$ cat config.mk
export PLATFORM = sky130hd
export DESIGN_NAME = status_led_blink_pattern
export DESIGN_NICKNAME = d
export VERILOG_FILES = /design/src/design/slbp_pkg.sv /design/src/design/status_led_blink_pattern.sv /design/src/design/slbp_step.sv
export SDC_FILE = /design/constraint.sdc
export NUM_CORES = 1
export LEC_CHECK = 0
export ABC_AREA = 0
export BUFFER_PORTS_ARGS = -buffer_cell sky130_fd_sc_hd__buf_2
export CAP_MARGIN = 20
export CORE_UTILIZATION = 45
export DETAILED_ROUTE_END_ITERATION = 8
export GPL_TIMING_DRIVEN = 1
export MAX_ROUTING_LAYER = met4
export SYNTH_ARGS = -nofsm -noshare
export SYNTH_HDL_FRONTEND = slang
export SYNTH_SLANG_ARGS = --single-unit
$ cat constraint.sdc
create_clock -name clk -period 7.62 [get_ports clk]
set_input_delay 0.762 -clock clk [delete_from_list [all_inputs] [get_ports clk]]
set_output_delay 0.762 -clock clk [all_outputs]
set_load 0.01 [all_outputs]
$ cat src/design/slbp_pkg.sv
// ----------------------------------------------------------------------------
// slbp_pkg
// Shared types, constants and pattern functions for the status LED blink
// pattern generator.
// ----------------------------------------------------------------------------
package slbp_pkg;

	// Tick word from the host side
	typedef struct packed {
		logic [9:0] advance_ms;
		logic [2:0] display_mode;
		logic       error_request;
	} slbp_in_t;

	// LED word towards the pin driver
	typedef struct packed {
		logic led_lit;
		logic pin_level;
	} slbp_out_t;

	// Display mode codes
	localparam logic [2:0] MODE_INIT         = 3'd0;
	localparam logic [2:0] MODE_DISCOVERABLE = 3'd1;
	localparam logic [2:0] MODE_CONNECTED    = 3'd2;
	localparam logic [2:0] MODE_STREAMING    = 3'd3;
	localparam logic [2:0] MODE_ERROR        = 3'd4;
	localparam logic [2:0] MODE_NONE_SEEN    = 3'd7;

	// Timing in milliseconds
	localparam int unsigned PHASE_WRAP_MS = 4000;
	localparam int unsigned OVL_LEN_MS    = 480;

	// Phase timer width
	localparam int unsigned PHASE_W = 12;

	// Lit for 80 ms of every 160 ms: floor(t/80) even.
	// t/80 = (t>>4)/5, and x/5 == (x*205)>>10 for x below 1024.
	function automatic logic flash_on(input logic [PHASE_W-1:0] t);
		logic [17:0] prod;
		prod = 18'(t[11:4]) * 18'd205;
		return ~prod[10];
	endfunction

	// Lit for 100 ms of every 200 ms: floor(t/100) even.
	// t/100 = (t>>2)/25, and x/25 == (x*41)>>10 for x below 1000.
	function automatic logic init_on(input logic [PHASE_W-1:0] t);
		logic [16:0] prod;
		prod = 17'(t[11:2]) * 17'd41;
		return ~prod[10];
	endfunction

	// Lit for the first 500 ms of every second (phase stays below 4000)
	function automatic logic slow_on(input logic [PHASE_W-1:0] t);
		return (t < 12'd500) ||
			(t >= 12'd1000 && t < 12'd1500) ||
			(t >= 12'd2000 && t < 12'd2500) ||
			(t >= 12'd3000 && t < 12'd3500);
	endfunction

	// Lit for the first 920 ms of every second
	function automatic logic stream_on(input logic [PHASE_W-1:0] t);
		return !((t >= 12'd920  && t < 12'd1000) ||
			(t >= 12'd1920 && t < 12'd2000) ||
			(t >= 12'd2920 && t < 12'd3000) ||
			(t >= 12'd3920));
	endfunction

	// Normal mode pattern; unknown codes leave the LED dark
	function automatic logic normal_on(input logic [2:0] mode, input logic [PHASE_W-1:0] t);
		logic res;
		case (mode)
			MODE_INIT:         res = init_on(t);
			MODE_DISCOVERABLE: res = slow_on(t);
			MODE_CONNECTED:    res = 1'b1;
			MODE_STREAMING:    res = stream_on(t);
			MODE_ERROR:        res = flash_on(t);
			default:           res = 1'b0;
		endcase
		return res;
	endfunction

endpackage

$ cat src/design/status_led_blink_pattern.sv
// ----------------------------------------------------------------------------
// status_led_blink_pattern
// Status LED blink pattern generator with error-flash overlay and
// configurable active level.
// ----------------------------------------------------------------------------
// One tick word in gives one LED word out. The block takes a tick word in
// every cycle unless tick_stall is high; each word passes through the input
// register, where the phase timer and overlay logic work on it, and then
// sits in the result register until taken, so the throughput is one word per
// cycle, held back only by stall on the LED side. The active-level
// register is written through cfg_valid/cfg_ready (always ready) and should
// be changed only while no word is in flight. The phase timer wraps at
// 4000 ms.
module status_led_blink_pattern (
	input  logic                clk,
	input  logic                arst_n,
	input  logic                tick_valid,
	output logic                tick_stall,
	input  slbp_pkg::slbp_in_t  tick_word,
	output logic                led_valid,
	input  logic                led_stall,
	output slbp_pkg::slbp_out_t led_word,
	input  logic                cfg_valid,
	output logic                cfg_ready,
	input  logic                cfg_data
);

	logic                         active_high_q;
	logic                         valid_s1;
	slbp_pkg::slbp_in_t           tick_s1;
	logic                         led_valid_q;
	slbp_pkg::slbp_out_t          led_q;
	logic                         out_free;
	logic                         fire;
	logic                         lit;
	logic [slbp_pkg::PHASE_W-1:0] phase;

	// Handshake: stage 1 moves on when the result register is free or drains
	assign out_free   = !led_valid_q || !led_stall;
	assign fire       = valid_s1 && out_free;
	assign tick_stall = valid_s1 && !out_free;
	assign cfg_ready  = 1'b1;

	// Active-level register
	always_ff @(posedge clk or negedge arst_n) begin
		if (!arst_n) begin
			active_high_q <= 1'b1;
		end else if (cfg_valid) begin
			active_high_q <= cfg_data;
		end
	end

	// Input register
	always_ff @(posedge clk or negedge arst_n) begin
		if (!arst_n) begin
			valid_s1 <= 1'b0;
		end else if (!tick_stall) begin
			valid_s1 <= tick_valid;
		end
	end

	always_ff @(posedge clk) begin
		if (tick_valid && !tick_stall) begin
			tick_s1 <= tick_word;
		end
	end

	slbp_step u_step (
		.clk     (clk),
		.arst_n  (arst_n),
		.fire    (fire),
		.tick    (tick_s1),
		.led_lit (lit),
		.phase   (phase)
	);

	// Result register
	always_ff @(posedge clk or negedge arst_n) begin
		if (!arst_n) begin
			led_valid_q <= 1'b0;
		end else if (out_free) begin
			led_valid_q <= valid_s1;
		end
	end

	always_ff @(posedge clk) begin
		if (fire) begin
			led_q.led_lit   <= lit;
			led_q.pin_level <= lit ~^ active_high_q;
		end
	end

	assign led_valid = led_valid_q;
	assign led_word  = led_q;

	// Phase timer never reaches the wrap value
	a_phase_range: assert property (@(posedge clk) disable iff (!arst_n)
		phase < slbp_pkg::PHASE_W'(slbp_pkg::PHASE_WRAP_MS))
		else $error("phase timer out of range");

	// Input stall only when a word waits behind a stalled result
	a_stall_cause: assert property (@(posedge clk) disable iff (!arst_n)
		tick_stall |-> (valid_s1 && led_valid_q && led_stall))
		else $error("input stalled without a blocked result");

	// A word leaving stage 1 shows up as a result next cycle
	a_word_moves: assert property (@(posedge clk) disable iff (!arst_n)
		fire |=> led_valid)
		else $error("word lost between stages");

endmodule

$ cat src/design/slbp_step.sv
// ----------------------------------------------------------------------------
// slbp_step
// Pattern state (phase timer, last mode, overlay flag) and the single-pass
// next-state and LED logic for one tick word.
// ----------------------------------------------------------------------------
module slbp_step (
	input  logic                          clk,
	input  logic                          arst_n,
	input  logic                          fire,
	input  slbp_pkg::slbp_in_t            tick,
	output logic                          led_lit,
	output logic [slbp_pkg::PHASE_W-1:0]  phase
);

	logic [slbp_pkg::PHASE_W-1:0] phase_q;
	logic [2:0]                   last_mode_q;
	logic                         overlay_q;

	logic [slbp_pkg::PHASE_W:0]   sum;
	logic [slbp_pkg::PHASE_W-1:0] wrapped;
	logic                         restart;
	logic [slbp_pkg::PHASE_W-1:0] ph;
	logic                         ovl;
	logic                         ovl_run;
	logic [slbp_pkg::PHASE_W-1:0] phase_d;

	// Advance, wrap at the common period, restart on mode change or error
	always_comb begin
		sum     = {1'b0, phase_q} + (slbp_pkg::PHASE_W+1)'(tick.advance_ms);
		wrapped = (sum >= (slbp_pkg::PHASE_W+1)'(slbp_pkg::PHASE_WRAP_MS)) ?
			slbp_pkg::PHASE_W'(sum - (slbp_pkg::PHASE_W+1)'(slbp_pkg::PHASE_WRAP_MS)) :
			sum[slbp_pkg::PHASE_W-1:0];
		restart = (tick.display_mode != last_mode_q) || tick.error_request;
		ph      = restart ? '0 : wrapped;
		ovl     = overlay_q | tick.error_request;
		ovl_run = ovl && (ph < slbp_pkg::PHASE_W'(slbp_pkg::OVL_LEN_MS));
		// overlay over: phase restarts and the normal pattern shows at once
		phase_d = (ovl && !ovl_run) ? '0 : ph;
		led_lit = ovl_run ? slbp_pkg::flash_on(ph) :
			slbp_pkg::normal_on(tick.display_mode, phase_d);
	end

	// State update once per tick word
	always_ff @(posedge clk or negedge arst_n) begin
		if (!arst_n) begin
			phase_q     <= '0;
			last_mode_q <= slbp_pkg::MODE_NONE_SEEN;
			overlay_q   <= 1'b0;
		end else if (fire) begin
			phase_q     <= phase_d;
			last_mode_q <= tick.display_mode;
			overlay_q   <= ovl_run;
		end
	end

	assign phase = phase_q;

endmodule

# --- After elaboration in Yosys (flattened, before gate mapping) ---
# Cells that the tools add are included.
classes:
  n_lt_le_gt_ge: 16
  n_reduce_logical: 26
  mux: 5
  add_sub_neg: 2
  mul: 3
  n_eq_ne: 5
  bitwise: 5
op_table:
  columns: ["op", "count"]
  rows:
  - ["$ge A12 B12 Y1 const B", 3]
  - ["$lt A12 B12 Y1 const B", 3]
  - ["$mux W12", 3]
  - ["$ge A12 B10 Y1 const B", 2]
  - ["$ge A12 B11 Y1 const B", 2]
  - ["$lt A12 B11 Y1 const B", 2]
  - ["$lt A12 B9 Y1 const B", 2]
  - ["$mul A8 B8 Y11 const B", 2]
  - ["$add A12 B10 Y13", 1]
  - ["$ge A13 B12 Y1 const B", 1]
  - ["$lt A12 B10 Y1 const B", 1]
  - ["$sub A12 B12 Y12 const B", 1]
  - ["$logic_and A1 B1 Y1", 11]
  - ["$mul A10 B6 Y11 const B", 1]
  - ["$logic_or A1 B1 Y1", 8]
  - ["$eq A3 B2 Y1 const B", 2]
  - ["$logic_not A1 Y1", 6]
  - ["$pmux W1 S5", 1]
  - ["$eq A3 B1 Y1 const B", 1]
  - ["$eq A3 B3 Y1 const B", 1]
  - ["$logic_not A3 Y1", 1]
  - ["$ne A3 B3 Y1", 1]
  - ["$not A1 Y1", 3]
  - ["$mux W1", 1]
  - ["2 further kinds", 2]
word_totals:
  in_bits: 20
  ff_bits: 35

# --- Depth between registers and ports, before layout ---
# Gate-level depths: netlist of run 1.
logic_depth:
  depth_word: 18
  mapped_depth: 39
  mapped_depth_nobuf: 37

# --- Cells and area by module ---
# From an unflattened synthesis of run 1, not the netlist that was laid out.
unflattened:
  cells_unflattened: 517
  hier_area_um2: 4873.4
modules_own_cells:
  columns: ["module", "instances", "area_each_um2", "cells_each"]
  rows:
  - ["slbp_step", 1, 4242.8, 488]
  - ["status_led_blink_pattern", 1, 630.6, 29]

# --- Worst setup path before layout of run 1 ---
# Ideal clock, no wire load.
synth_timing:
  path_type: "register to register"
  from: "register u_step.phase_q, in the netlist u_step.phase[0]"
  to: "register led_q, in the netlist led_word[0], data pin"
  setup_slack_ps: -448
  path_stages_with_launch: 40
  synth_period_minus_slack_ps: 8068
  n_path_buf: 2
  setup_time_ps: 271
  arrival_time_ps: 7797
  path_cell_list: "dfrtp_1 -> ha_1 -> inv_1 -> fa_1 -> nand2b_1 -> a21oi_1 -> or3_1 -> and2_1 -> inv_2 -> ha_1 -> o21ai_1 -> o2111ai_2 -> o21a_1 -> buf_4 -> or4_1 -> xnor2_1 -> nand2_1 -> ha_1 -> [... 4 more ...] -> buf_6 -> nand2_1 -> inv_1 -> ha_1 -> fa_1 -> inv_1 -> fa_1 -> inv_1 -> fa_1 -> ha_1 -> o211ai_1 -> o21ai_0 -> xnor2_1 -> xnor2_1 -> xnor2_1 -> a311oi_2 -> a31oi_1 -> nand4b_1"
synth_via:
  elab_chain_len: 18
  word_cells_on_any_way: 46
synth_lines:
  columns: ["item", "line_no", "text"]
  rows:
  - ["start, declared", "slbp_step.sv:15", "logic [slbp_pkg::PHASE_W-1:0] phase_q;"]
  - ["start signal, assigned", "slbp_step.sv:50", "phase_q <= phase_d;"]
  - ["$add A12 B10 Y13 (*)", "slbp_step.sv:29", "sum = {1'b0, phase_q} + (slbp_pkg::PHASE_W+1)'(tick.advance_ms);"]
  - ["$sub A12 B12 Y12 / $ge A13 B12 Y1 (equally long branches)", "slbp_step.sv:31, slbp_step.sv:30", null]
  - ["$mux W12 (*)", "slbp_step.sv:30", "wrapped = (sum >= (slbp_pkg::PHASE_W+1)'(slbp_pkg::PHASE_WRAP_MS)) ?"]
  - ["$mux W12 (*)", "slbp_step.sv:34", "ph = restart ? '0 : wrapped;"]
  - ["$lt A12 B9 Y1", "slbp_step.sv:36", "ovl_run = ovl && (ph < slbp_pkg::PHASE_W'(slbp_pkg::OVL_LEN_MS));"]
  - ["$logic_and A1 B1 Y1", "slbp_step.sv:36", null]
  - ["$logic_not A1 Y1", "slbp_step.sv:38", "phase_d = (ovl && !ovl_run) ? '0 : ph;"]
  - ["$logic_and A1 B1 Y1", "slbp_step.sv:38", null]
  - ["$mux W12 (*)", "slbp_step.sv:38", null]
  - ["net u_step.phase_d, one bit", "slbp_step.sv:25", "logic [slbp_pkg::PHASE_W-1:0] phase_d;"]
  - ["parallel branches: the longest is 6 deep, another holds $mul A10 B6 Y11", null, null]
  - ["$pmux W1 S5 (*)", "slbp_pkg.sv:71", "case (mode)"]
  - ["$mux W1 (*)", "slbp_step.sv:39", "led_lit = ovl_run ? slbp_pkg::flash_on(ph) :"]
  - ["$xnor A1 B1 Y1 (*)", "status_led_blink_pattern.sv:89", "led_q.pin_level <= lit ~^ active_high_q;"]
  - ["end, declared", "status_led_blink_pattern.sv:32", "slbp_pkg::slbp_out_t led_q;"]
# Mark *: on every way through the listed nets, which the timed path passes.
# A chain may end at the register's enable or synchronous reset.

# --- Final worst setup path of run 1 ---
layout_timing:
  from: "register tick_s1[6] (netlist name)"
  to: "register led_q, in the netlist led_word[0], data pin"
layout_via:
  elab_chain_len: 18
  word_cells_on_any_way: 46
layout_lines:
  columns: ["item", "line_no", "text"]
  rows:
  - ["start, declared", "status_led_blink_pattern.sv:30", "slbp_pkg::slbp_in_t tick_s1;"]
  - ["start signal, assigned", "status_led_blink_pattern.sv:64", "tick_s1 <= tick_word;"]
  - ["$add A12 B10 Y13 (*)", "slbp_step.sv:29", null]
  - ["$sub A12 B12 Y12 / $ge A13 B12 Y1 (equally long branches)", "slbp_step.sv:31, slbp_step.sv:30", null]
  - ["$mux W12 (*)", "slbp_step.sv:30", null]
  - ["$mux W12 (*)", "slbp_step.sv:34", null]
  - ["parallel branches: the longest is 12 deep, another holds $lt A12 B9 Y1", null, null]
  - ["$mux W1 (*)", "slbp_step.sv:39", null]
  - ["$xnor A1 B1 Y1 (*)", "status_led_blink_pattern.sv:89", null]
# Every way passes the cells marked *.

==> impl_summary.txt, run 1 <==
----------------------------------------------------
[Floorplanning]
  Die outline height ... 109.5 um
  Starting density of the core ... 47.14%
  Number of placement rows ... 38
  Placeable core region ... 11030 sq um
  Number of primary I/O pins ... 25
  Die ar. ... 11990 sq um
  Die Width ... 109.5 um

[Finish]
  Total area of sequential cells ... 960.9 sq um
  Most used cells in the layout excluding fill and tap cells ... ha_1 (74), inv_1 (66), buf_4 (62), nand2_1 (53), nor2_1 (29)
  Multi-input logic area ... 4035 sq um
  Number of filler cells placed in the layout ... 1006
  N_diodes ... 0
  Final Core Density ... 56.15%
  Leading cell type in the layout, fill and taps excluded ... ha_1
  Total number of nets in the final design ... 775
  Area Overhead vs Synth ... 19.10%
  Share of cells above drive strength 1 ... 26.69%

[Global routing]
  Number of global-route vias before repair ... 4559
  Tot GR Track Use ... 26.04%
  Pin count of the biggest net entering global routing ... 32
  Sum of overflow across all layers after global routing ... 0
  Initial antenna violation count ... 0
  Global-route wire length before repair ... 22.79 mm

[Clock tree]
  CTS sink cnt ... 35
  CTS H-tree lvls ... 2
  Clock transition at the registers of the reported paths ... 0.06 ns
  Clock tree from TritonCTS ... done
  CTS Hold Buffers Added ... 0
  Number of buffers created by CTS ... 5
  Clock root buffer ... clkbuf_16
  Maximum buffer depth of the clock tree ... 2
  Clock latency reported for the late side of the worst-skew pair ... 0.29 ns

[Placement]
  HPWL after detailed placement ... 11.89 mm
  Number of port buffers ... 23
  Setup slack after placement ... -0.09008 ns
  Global placer's final weighted congestion ... 1.054

[Worst setup path]
  R2R cell count ... 34
  Startpoint of the lowest-slack register-to-register path ... tick_s1[6]
  Kind of capture point of the worst setup path ... flop
  Reg2Reg Capture Point ... led_word[0]
  Worst Setup Start Kind ... flop
  Buffers & Inverters on Critical Path ... 6
  Biggest fanout along the worst timing path ... 6
  Kind of critical path ... flop to flop
  Most frequent cell on the critical path ... inv_2
  Slack of the worst reg-to-reg path ... 0.13 ns
  Slowest-stage cell, CP ... or4_4
  Crit path max-delay family ... adder cells
  Highest cell delay on the worst timing path ... 0.55 ns
  Critical Path RT ... 7.64 ns
  Worst path arrival time ... 7.50 ns

[Timing]
  Pins Over Slew Limit ... 0
  Clock skew ... 0.005930 ns
  Min cycle time layout ... 7.485 ns
  Final setup violation count ... 0
  Actual slew at the worst max-slew pin ... 1.069 ns
  Unrepaired setup endpoints after global routing ... true
  Worst hold margin ... 0.4331 ns
  Max transition margin ... 28.57%
  Number of endpoints with negative hold slack in the final report ... 0
  Max Freq ... 0.1336 GHz
  Part of the cycle the worst path needs ... 98.23%
  Setup slack of the critical path after layout ... 0.1349 ns
  Setup total negative slack ... 0 ns

[Power and ir drop]
  Int Pwr ... 482.6 uW
  Static leakage ... 2.965 nW
  Pwr/cell area ... 125.4 nW/um^2
  Share of total power in combinational logic ... 44.5%
  Share of total power consumed by net switching ... 37.87%
  VDD IR-drop max ... 135.8 uV
  Switching pwr ... 294.2 uW
  Proportion of power drawn by the clock network ... 26.1%
  Sequential Power Share ... 29.4%

[Synth]
  Post-synth EDFFs ... 16
  Cells after Synth ... 576
  Number of distinct library cell variants in the gate-level netlist after synthesis ... 89
  Yosys warning count ... 0
  Synthesized area per cell ... 9.028 sq um
  Number of flip-flops and latches in the synthesized netlist ... 35
  Async set-or-reset flop fraction in the synthesized netlist ... 54.29%
  Net count after synthesis ... 700
  Most used flip-flop cell after synthesis ... edfxtp_1
  Netlist area before placement ... 5200 sq um
  Sequential share of the synthesized area ... 18.48%

[Drt]
  Average vias per placed instance ... 5.811
  Total iterations of the first detailed-routing run ... 5
  Post-detailed-route wirelength per cell ... 18.07 um
  Antenna Violating Nets Remaining ... 0
  First-iteration detailed-routing DRC count ... 263
  Number of vias in the routed layout ... 4602
  Post-detailed-routing wire length ... 14.32 mm
  DRC violation count after routing ... 0

[Flow run]
  # Max-Cap Violations ... 0

[Outcome]
  Run status ... finished clean

[Hold path]
  Hold WC Path Type ... input port to asynchronous set/reset pin

----------------------------------------------------
[stage by stage]
| stage | cell area [sq um] | instances | power [mW] |
|---|---|---|---|
| detailed placement | 5816 | 769 | 0.5551 |
| global route | 6193 | 792 | 0.8226 |
| CTS | 5976 | 778 | 0.7603 |
| finish | 6193 | 792 | 0.7767 |
| global placement | 5816 | 769 | 0.5496 |
| floorplan | 5254 | 576 | 0.4549 |
[layer usage]
| layer | vias up | wire, um | global-route usage (%) |
|---|---|---|---|
| met4 | 0 | 437 | 7.619 |
| met5 | - | 0 | - |
| met1 | 2196 | 6641 | 33.68 |
| li1 | 2208 | - | - |
| met3 | 52 | 706 | 4.090 |
| met2 | 146 | 6530 | 42.05 |
[cell families (layout without fill, tap and decap cells)]
| family | Yosys count | count (layout) | share of synthesized area [%] |
|---|---|---|---|
| AO/OA/AOI/OAI | 129 | 129 | 20.86 |
| XOR/XNOR | 35 | 35 | 6.617 |
| adder cells (fa/ha/maj) | 104 | 104 | 28.34 |
| buffers and inverters | 94 | 170 | 7.243 |
| flip-flops | 35 | 35 | 18.48 |
| multiplexers | 4 | 4 | 0.9142 |
| other | 1 | 1 | 0.07212 |
| AND/OR/NAND/NOR | 174 | 174 | 17.47 |
[timing repair]
| item | in CTS | in global routing |
|---|---|---|
| buffers inserted | 1 | 14 |
| pin swaps | 1 | 29 |
| resized for setup | 2 | 28 |
| endpoints found under the setup margin | 2 | 2 |
[final cells by class]
type                       count  area share (%)
multi-input combinational    447           65.15
sequential                    35           15.52
timing repair buffer          85           9.374
inverter                      77           4.788
tap                          140           2.828
clock buffer                   5           2.020
clock inverter                 3          0.3232
[power by group through the flow]
stage	Clock [mW]	Sequential, mW	Combinational, mW
final	0.203	0.228	0.346
after global routing	0.211	0.230	0.381
after CTS	0.205	0.228	0.327
after detailed placement	0	0.232	0.323
after global placement	0	0.231	0.318
after floorplan	0	0.229	0.226
[registers in the layout (all words and copies together) (netlist names)]
register,cells
led_word,2
u_step.overlay_q,1
u_step.phase,12
tick_s1,14
u_step.last_mode_q,3
led_valid,1
active_high_q,1
valid_s1,1
[worst max-delay path by stage]
stage / from / end / slack, ns / cells past startpoint
2_1_floorplan: u_step.phase[0] / led_word[0] / 0.004 / 39
3_3_place_gp: u_step.phase[0] / led_word[0] / 0.15 / 35
3_5_place_dp: u_step.phase[0] / led_word[0] / -0.09 / 37
4_1_cts: u_step.phase[0] / led_word[0] / 0.06 / 37
5_1_grt: u_step.phase[0] / led_word[1] / -0.24 / 37
6_report: tick_s1[6] / led_word[0] / 0.13 / 34
[Yosys cell counts, types with 7 or more instances]
cell       n  share of area (%)
a31oi_1    8               0.96
o211ai_1   8                1.2
inv_1     72                5.2
nand4_1    7               0.84
buf_2      7               0.67
o21ai_0   23                2.2
xor2_1    10                1.7
dfrtp_1   15                7.2
nor3_1     8               0.77
nand2_1   56                4.0
a21oi_1   15                1.4
clkbuf_1   7               0.51
ha_1      81                 19
edfxtp_1  16                9.2
a21o_1     9                1.3
xnor2_1   23                3.9
fa_1      23                8.9
nand3_1   18                1.7
nor2_1    31                2.2
o21a_1     8                1.2
Note: power is estimated with default switching activity, not from simulation.
==> run 2, diff against run 1 <==
- RECOVER_POWER: unset -> 100
==> run 2 against run 1 <==
Via count about the same. Flip-flop and latch count unchanged. First-iteration DRC count up 9.5%. Clock skew down 0.00075 ns. Fmax about the same. Final cell count unchanged. Sequential share of layout area about the same. Clock-buffer cell count unchanged. Die area unchanged. Setup slack better by 0.0026 ns. Non-clock buffer count unchanged. Core utilization down 0.068 points. Critical path type unchanged. Largest power group unchanged. Highest routed layer unchanged.
==> impl_summary.txt, run 2 (same netlist as run 1, synthesis figures left out) <==
----------------------------------------------------
[Outcome]
  Run status ... finished clean (unchanged)

[Clock tree]
  CTS Hold Buffers Added ... 0 (unchanged)
  Maximum buffer depth of the clock tree ... 2 (unchanged)
  CTS H-tree lvls ... 2 (unchanged)
  Clock root buffer ... clkbuf_16 (unchanged)
  CTS sink cnt ... 35 (unchanged)
  Clock tree from TritonCTS ... done (unchanged)
  Clock transition at the registers of the reported paths ... 0.06 ns (about the same)
  Number of buffers created by CTS ... 5 (unchanged)
  Clock latency reported for the late side of the worst-skew pair ... 0.28 ns (was 0.29 ns)

[Power and ir drop]
  Pwr/cell area ... 125.2 nW/um^2 (was 125.4 nW/um^2)
  Post-route total power ... 774.7 uW (was 776.7 uW)
  Switching pwr ... 292.9 uW (was 294.2 uW)
  Proportion of power drawn by the clock network ... 26.0% (was 26.1%)
  Sequential Power Share ... 29.5% (was 29.4%)
  VDD IR-drop max ... 135.2 uV (was 135.8 uV)
  Share of total power in combinational logic ... 44.6% (was 44.5%)
  Int Pwr ... 481.8 uW (was 482.6 uW)
  Share of total power consumed by net switching ... 37.81% (was 37.87%)
  Static leakage ... 2.949 nW (was 2.965 nW)

[Timing]
  Max transition margin ... 20.93% (was 28.57%)
  Setup total negative slack ... 0 ns (unchanged)
  Worst hold margin ... 0.4841 ns (was 0.4331 ns)
  Pins Over Slew Limit ... 0 (unchanged)
  Final setup violation count ... 0 (unchanged)
  Max Freq ... 0.1336 GHz (about the same)
  Part of the cycle the worst path needs ... 98.20% (was 98.23%)
  Clock skew ... 0.005183 ns (was 0.005930 ns)
  Number of endpoints with negative hold slack in the final report ... 0 (unchanged)
  Actual slew at the worst max-slew pin ... 1.186 ns (was 1.069 ns)
  Min cycle time layout ... 7.482 ns (was 7.485 ns)
  Unrepaired setup endpoints after global routing ... true (unchanged)

[Hold path]
  Worst hold stages ... 2
  Hold WC Path Type ... flop to flop (was input port to asynchronous set/reset pin)

[Flow run]
  # Max-Cap Violations ... 0 (unchanged)

[Drt]
  First-iteration detailed-routing DRC count ... 288 (was 263)
  DRC violation count after routing ... 0 (unchanged)
  Antenna Violating Nets Remaining ... 0 (unchanged)
  Total iterations of the first detailed-routing run ... 5 (unchanged)
  Post-detailed-route wirelength per cell ... 18.04 um (was 18.07 um)
  Average vias per placed instance ... 5.807 (was 5.811)
  Post-detailed-routing wire length ... 14.28 mm (was 14.32 mm)
  Number of vias in the routed layout ... 4599 (was 4602)

[Global routing]
  Initial antenna violation count ... 0 (unchanged)
  Pin count of the biggest net entering global routing ... 32 (unchanged)
  Number of global-route vias before repair ... 4559 (unchanged)
  Tot GR Track Use ... 26.04% (unchanged)
  Sum of overflow across all layers after global routing ... 0 (unchanged)
  Global-route wire length before repair ... 22.79 mm (unchanged)

[Worst setup path]
  Highest cell delay on the worst timing path ... 0.55 ns (about the same)
  Buffers & Inverters on Critical Path ... 6 (unchanged)
  Worst path arrival time ... 7.50 ns (about the same)
  Worst Setup Start Kind ... flop (unchanged)
  Most frequent cell on the critical path ... inv_2 (unchanged)
  Biggest fanout along the worst timing path ... 6 (unchanged)
  Slowest-stage cell, CP ... or4_4 (unchanged)
  Startpoint of the lowest-slack register-to-register path ... tick_s1[6] (unchanged)
  Kind of critical path ... flop to flop (unchanged)
  Capturing element of the worst setup path ... led_word[0] (unchanged)
  Crit path max-delay family ... adder cells (unchanged)
  Slack of the worst reg-to-reg path ... 0.14 ns (was 0.13 ns)
  R2R cell count ... 34 (unchanged)
  Reg2Reg Capture Point ... led_word[0] (unchanged)
  Critical path startpoint ... tick_s1[6] (unchanged)
  Stages on the worst setup path ... 34 (unchanged)
  Critical Path RT ... 7.64 ns (about the same)
  Kind of capture point of the worst setup path ... flop (unchanged)

[Placement]
  HPWL after detailed placement ... 11.89 mm (unchanged)
  Number of port buffers ... 23 (unchanged)
  Global placer's final weighted congestion ... 1.054 (unchanged)
  Instance count after placement with tap cells included ... 769 (unchanged)

[Floorplanning]
  Number of placement rows ... 38 (unchanged)
  Die ar. ... 11990 sq um (unchanged)
  Number of primary I/O pins ... 25 (unchanged)
  Placeable core region ... 11030 sq um (unchanged)
  Die outline height ... 109.5 um (unchanged)
  Die Width ... 109.5 um (unchanged)
  Starting density of the core ... 47.14% (unchanged)

[Finish]
  Share of cells above drive strength 1 ... 25.77% (was 26.69%)
  Total number of nets in the final design ... 775 (unchanged)
  Flip-flop count of the largest register after layout ... 14 (unchanged)
  Number of filler cells placed in the layout ... 1010 (was 1006)
  Largest reg by FF count ... tick_s1 (unchanged)
  Area Overhead vs Synth ... 18.96% (was 19.10%)
  Final Core Density ... 56.08% (was 56.15%)
  Most used cells in the layout excluding fill and tap cells ... ha_1 (74), inv_1 (66), buf_4 (62), nand2_1 (53), nor2_1 (29) (unchanged)
  Final Non-Filler Cells ... 792 (unchanged)
  N_diodes ... 0 (unchanged)
  Leading cell type in the layout, fill and taps excluded ... ha_1 (unchanged)

----------------------------------------------------
-- run 2: cell types whose count changed in the layout (fill, tap and decap cells not counted) --
cell	change
and2_0	+1
and2_1	-1
buf_2	-6
clkbuf_1	+6
-- run 2: cell type report --
class	count	area [sq um]	area share [%]
Timing Repair Buffer	85	573.1	9.264
Clock inverter	3	20.02	0.3236
Sequential cell	35	960.9	15.53
Inverter	77	296.5	4.794
Multi-Input combinational cell	447	4035	65.23
Tap cell	140	175.2	2.832
Clock buffer	5	125.1	2.023
-- run 2: routing by layer --
| layer | vias up | wire (um) | part of all wire [%] | GRT usage [%] |
|---|---|---|---|---|
| met5 | - | 0 | 0 | - |
| met4 | 0 | 418 | 2.9 | 7.619 |
| met3 | 49 | 841 | 5.9 | 4.090 |
| met2 | 158 | 6569 | 46 | 42.05 |
| met1 | 2180 | 6454 | 45 | 33.68 |
| li1 | 2212 | - | - | - |
-- run 2: worst min-delay path by stage --
stage	start	to	slack [ns]
after detailed placement	u_step.phase[3]	u_step.phase[3]	0.48
after global routing	u_step.last_mode_q[1]	u_step.last_mode_q[1]	0.50
after floorplan	u_step.overlay_q	u_step.overlay_q	0.45
after CTS	arst_n	led_valid	0.45
final	u_step.phase[8]	u_step.phase[8]	0.48
after global placement	u_step.phase[2]	u_step.phase[2]	0.47
-- run 2: tightest hold or removal path, delay by kind of cell (launching register included) --
family / cells / cell delay (ns)
AO/OA/AOI/OAI: 1 / 0.06
flip-flops: 1 / 0.34
AND/OR/NAND/NOR: 1 / 0.05
-- run 2: timing repair --
| item | 4_1_cts | 5_1_grt |
|---|---|---|
| pin swaps | 1 | 29 |
| buffers inserted | 1 | 14 |
| gates resized for setup | 2 | 28 |
| setup endpoints to repair | 2 | 2 |
-- run 2: power by group through the flow --
stage | logic, mW | clock network (mW) | registers (mW)
2_1_floorplan | 0.226 | 0 | 0.229
3_3_place_gp | 0.318 | 0 | 0.231
3_5_place_dp | 0.323 | 0 | 0.232
4_1_cts | 0.327 | 0.205 | 0.228
5_1_grt | 0.380 | 0.211 | 0.231
6_report | 0.345 | 0.201 | 0.228
-- run 2: per-stage QoR --
| stage | worst slack, ns | cell area [sq um] |
|---|---|---|
| finish | 0.1375 | 6186 |
| global route | -0.2412 | 6186 |
| CTS | 0.06082 | 5976 |
| detailed placement | -0.09008 | 5816 |
| global placement | 0.1450 | 5816 |
| floorplan | 0.004404 | 5254 |
==> run 3, diff against run 2 <==
- CORE_MARGIN: unset -> 5
- SETUP_SLACK_MARGIN: unset -> 0.15
==> run 3 against run 2 <==
Via count decreased by 2.0%. Fmax decreased by 0.55%. Critical endpoint unchanged. Total power increased by 5.9%. Setup slack got worse by 0.041 ns. First-iteration DRC count increased by 29%. Highest routed layer unchanged. Worst hold slack got worse by 0.0027 ns. Critical path type unchanged. Critical path depth increased by 3. Largest cell class unchanged. Final cell count decreased by 0.38%. Wire length increased by 1.8%. Register-to-register slack got worse by 0.04 ns.
==> impl_summary.txt, run 3 (same netlist as run 1, synthesis figures left out) <==
----------------------------------------------------
[Timing]
  Final setup violation count ... 0 (unchanged)
  Unrepaired setup endpoints after global routing ... true (unchanged)
  Setup total negative slack ... 0 ns (unchanged)
  Max Freq ... 0.1329 GHz (was 0.1336 GHz)
  Min cycle time layout ... 7.524 ns (was 7.482 ns)
  Number of endpoints with negative hold slack in the final report ... 0 (unchanged)
  Max transition margin ... 24.14% (was 20.93%)
  Part of the cycle the worst path needs ... 98.74% (was 98.20%)
  Pins Over Slew Limit ... 0 (unchanged)
  Clock skew ... 0.004727 ns (was 0.005183 ns)
  Actual slew at the worst max-slew pin ... 1.138 ns (was 1.186 ns)

[Clock tree]
  Clock latency reported for the late side of the worst-skew pair ... 0.28 ns (about the same)
  Number of buffers created by CTS ... 5 (unchanged)
  CTS H-tree lvls ... 2 (unchanged)
  CTS sink cnt ... 35 (unchanged)
  Maximum buffer depth of the clock tree ... 2 (unchanged)
  Clock transition at the registers of the reported paths ... 0.06 ns (about the same)
  Clock tree from TritonCTS ... done (unchanged)
  Clock root buffer ... clkbuf_16 (unchanged)

[Drt]
  First-iteration detailed-routing DRC count ... 372 (was 288)
  Number of vias in the routed layout ... 4506 (was 4599)
  Average vias per placed instance ... 5.711 (was 5.807)
  Antenna Violating Nets Remaining ... 0 (unchanged)
  Post-detailed-routing wire length ... 14.53 mm (was 14.28 mm)
  Total iterations of the first detailed-routing run ... 5 (unchanged)
  DRC violation count after routing ... 0 (unchanged)
  Post-detailed-route wirelength per cell ... 18.42 um (was 18.04 um)

[Finish]
  Share of cells above drive strength 1 ... 25.23% (was 25.77%)
  Number of filler cells placed in the layout ... 1085 (was 1010)
  Total number of nets in the final design ... 769 (was 775)
  Multi-input logic area ... 4038 sq um (was 4035 sq um)
  Area Overhead vs Synth ... 18.70% (was 18.96%)
  N_diodes ... 0 (unchanged)
  Final Core Density ... 54.29% (was 56.08%)
  Total area of sequential cells ... 960.9 sq um (unchanged)
  Most used cells in the layout excluding fill and tap cells ... ha_1 (75), inv_1 (65), buf_4 (56), nand2_1 (53), nor2_1 (29) (was ha_1 (74), inv_1 (66), buf_4 (62), nand2_1 (53), nor2_1 (29))
  Leading cell type in the layout, fill and taps excluded ... ha_1 (unchanged)
  Flip-flop count of the largest register after layout ... 14 (unchanged)
  Largest reg by FF count ... tick_s1 (unchanged)

[Worst setup path]
  Biggest fanout along the worst timing path ... 5 (was 6)
  Capturing element of the worst setup path ... led_word[0] (unchanged)
  Highest cell delay on the worst timing path ... 0.50 ns (was 0.55 ns)
  Kind of critical path ... flop to flop (unchanged)
  Kind of capture point of the worst setup path ... flop (unchanged)
  R2R cell count ... 37 (was 34)
  Slowest-stage cell, CP ... fa_1 (was or4_4)
  Worst path arrival time ... 7.53 ns (was 7.50 ns)
  Worst Setup Start Kind ... flop (unchanged)
  Startpoint of the lowest-slack register-to-register path ... u_step.phase[0] (was tick_s1[6])
  Critical Path RT ... 7.63 ns (was 7.64 ns)
  Reg2Reg Capture Point ... led_word[0] (unchanged)
  Most frequent cell on the critical path ... inv_2 (unchanged)
  Slack of the worst reg-to-reg path ... 0.1 ns (was 0.14 ns)
  Critical path startpoint ... u_step.phase[0] (was tick_s1[6])

[Floorplanning]
  Die outline height ... 117.5 um (was 109.5 um)
  Number of primary I/O pins ... 25 (unchanged)
  Die ar. ... 13810 sq um (was 11990 sq um)
  Starting density of the core ... 45.74% (was 47.14%)
  Placeable core region ... 11370 sq um (was 11030 sq um)
  Number of placement rows ... 39 (was 38)
  Die Width ... 117.5 um (was 109.5 um)

[Global routing]
  Sum of overflow across all layers after global routing ... 0 (unchanged)
  Number of global-route vias before repair ... 4705 (was 4559)
  Pin count of the biggest net entering global routing ... 32 (unchanged)
  Initial antenna violation count ... 0 (unchanged)
  Tot GR Track Use ... 21.74% (was 26.04%)
  Global-route wire length before repair ... 24.13 mm (was 22.79 mm)

[Power and ir drop]
  Static leakage ... 2.939 nW (was 2.949 nW)
  Post-route total power ... 820.6 uW (was 774.7 uW)
  Pwr/cell area ... 132.9 nW/um^2 (was 125.2 nW/um^2)
  VDD IR-drop max ... 117.3 uV (was 135.2 uV)

[Hold path]
  Hold WC Path Type ... flop to flop (unchanged)

[Placement]
  Global placer's final weighted congestion ... 0.9361 (was 1.054)
  Number of port buffers ... 23 (unchanged)
  HPWL after detailed placement ... 12.07 mm (was 11.89 mm)

[Outcome]
  Run status ... finished clean (unchanged)

[Flow run]
  # Max-Cap Violations ... 0 (unchanged)

----------------------------------------------------
## run 3: final cells by class
type	count	area share (%)
multi-input combinational	447	65.42
clock inverter	2	0.5676
inverter	77	4.723
sequential	35	15.57
clock buffer	6	2.250
tap	143	2.899
timing repair buffer	79	8.575
## run 3: timing repair
| action | CTS | global route |
|---|---|---|
| endpoints found under the setup margin | 2 | 2 |
| gates resized for setup | 6 | 12 |
| hold buffers | 0 | 0 |
| buffers inserted | 7 | 7 |
| pin swaps | 14 | 16 |
## run 3: per-layer routing
metal | GRT usage [%] | share of wire (%) | routed length (um) | up-vias
met4 | 4.588 | 2.1 | 306 | 0
met2 | 36.56 | 48 | 7021 | 118
met3 | 2.210 | 4.6 | 673 | 26
met1 | 28.55 | 45 | 6533 | 2165
met5 | - | 0 | 0 | -
li1 | - | - | - | 2197
## run 3: critical path, delay by kind of cell (launching register included)
| kind | cells | cell delay [ns] |
|---|---|---|
| adder cells (fa/ha/maj) | 9 | 2.89 |
| AO/OA/AOI/OAI | 10 | 1.83 |
| AND/OR/NAND/NOR | 7 | 1.31 |
| XOR/XNOR | 4 | 0.56 |
| flip-flops | 1 | 0.35 |
| buffers and inverters | 7 | 0.32 |
## run 3: worst min path at each step
stage / from / end / slack, ns / cells after the start
global route: u_step.phase[3] / u_step.phase[3] / 0.53 / 2
floorplan: u_step.overlay_q / u_step.overlay_q / 0.45 / 2
finish: u_step.phase[2] / u_step.phase[2] / 0.48 / 2
CTS: arst_n / u_step.phase[3] / 0.45 / 1
detailed placement: valid_s1 / led_valid / 0.47 / 1
global placement: u_step.phase[2] / u_step.phase[2] / 0.46 / 2
## run 3: stage by stage
| step | setup WS [ns] | cell area [sq um] | hold slack (ns) | std cells |
|---|---|---|---|---|
| 4_1_cts | 0.1507 | 6083 | 0.4548 | 782 |
| 5_1_grt | -0.1864 | 6172 | 0.5261 | 789 |
| 2_1_floorplan | 0.1330 | 5304 | 0.4508 | 576 |
| 3_3_place_gp | 0.1219 | 5828 | 0.4650 | 767 |
| 3_5_place_dp | -0.05866 | 5828 | 0.4681 | 767 |
| 6_report | 0.09633 | 6172 | 0.4814 | 789 |
## run 3: power by group
part / switching (mW) / internal [mW] / leakage, nW
Combinational: 0.205 / 0.143 / 2.46
Sequential: 0.0106 / 0.218 / 0.394
Clock: 0.0811 / 0.163 / 0.0868
Total: 0.297 / 0.524 / 2.94
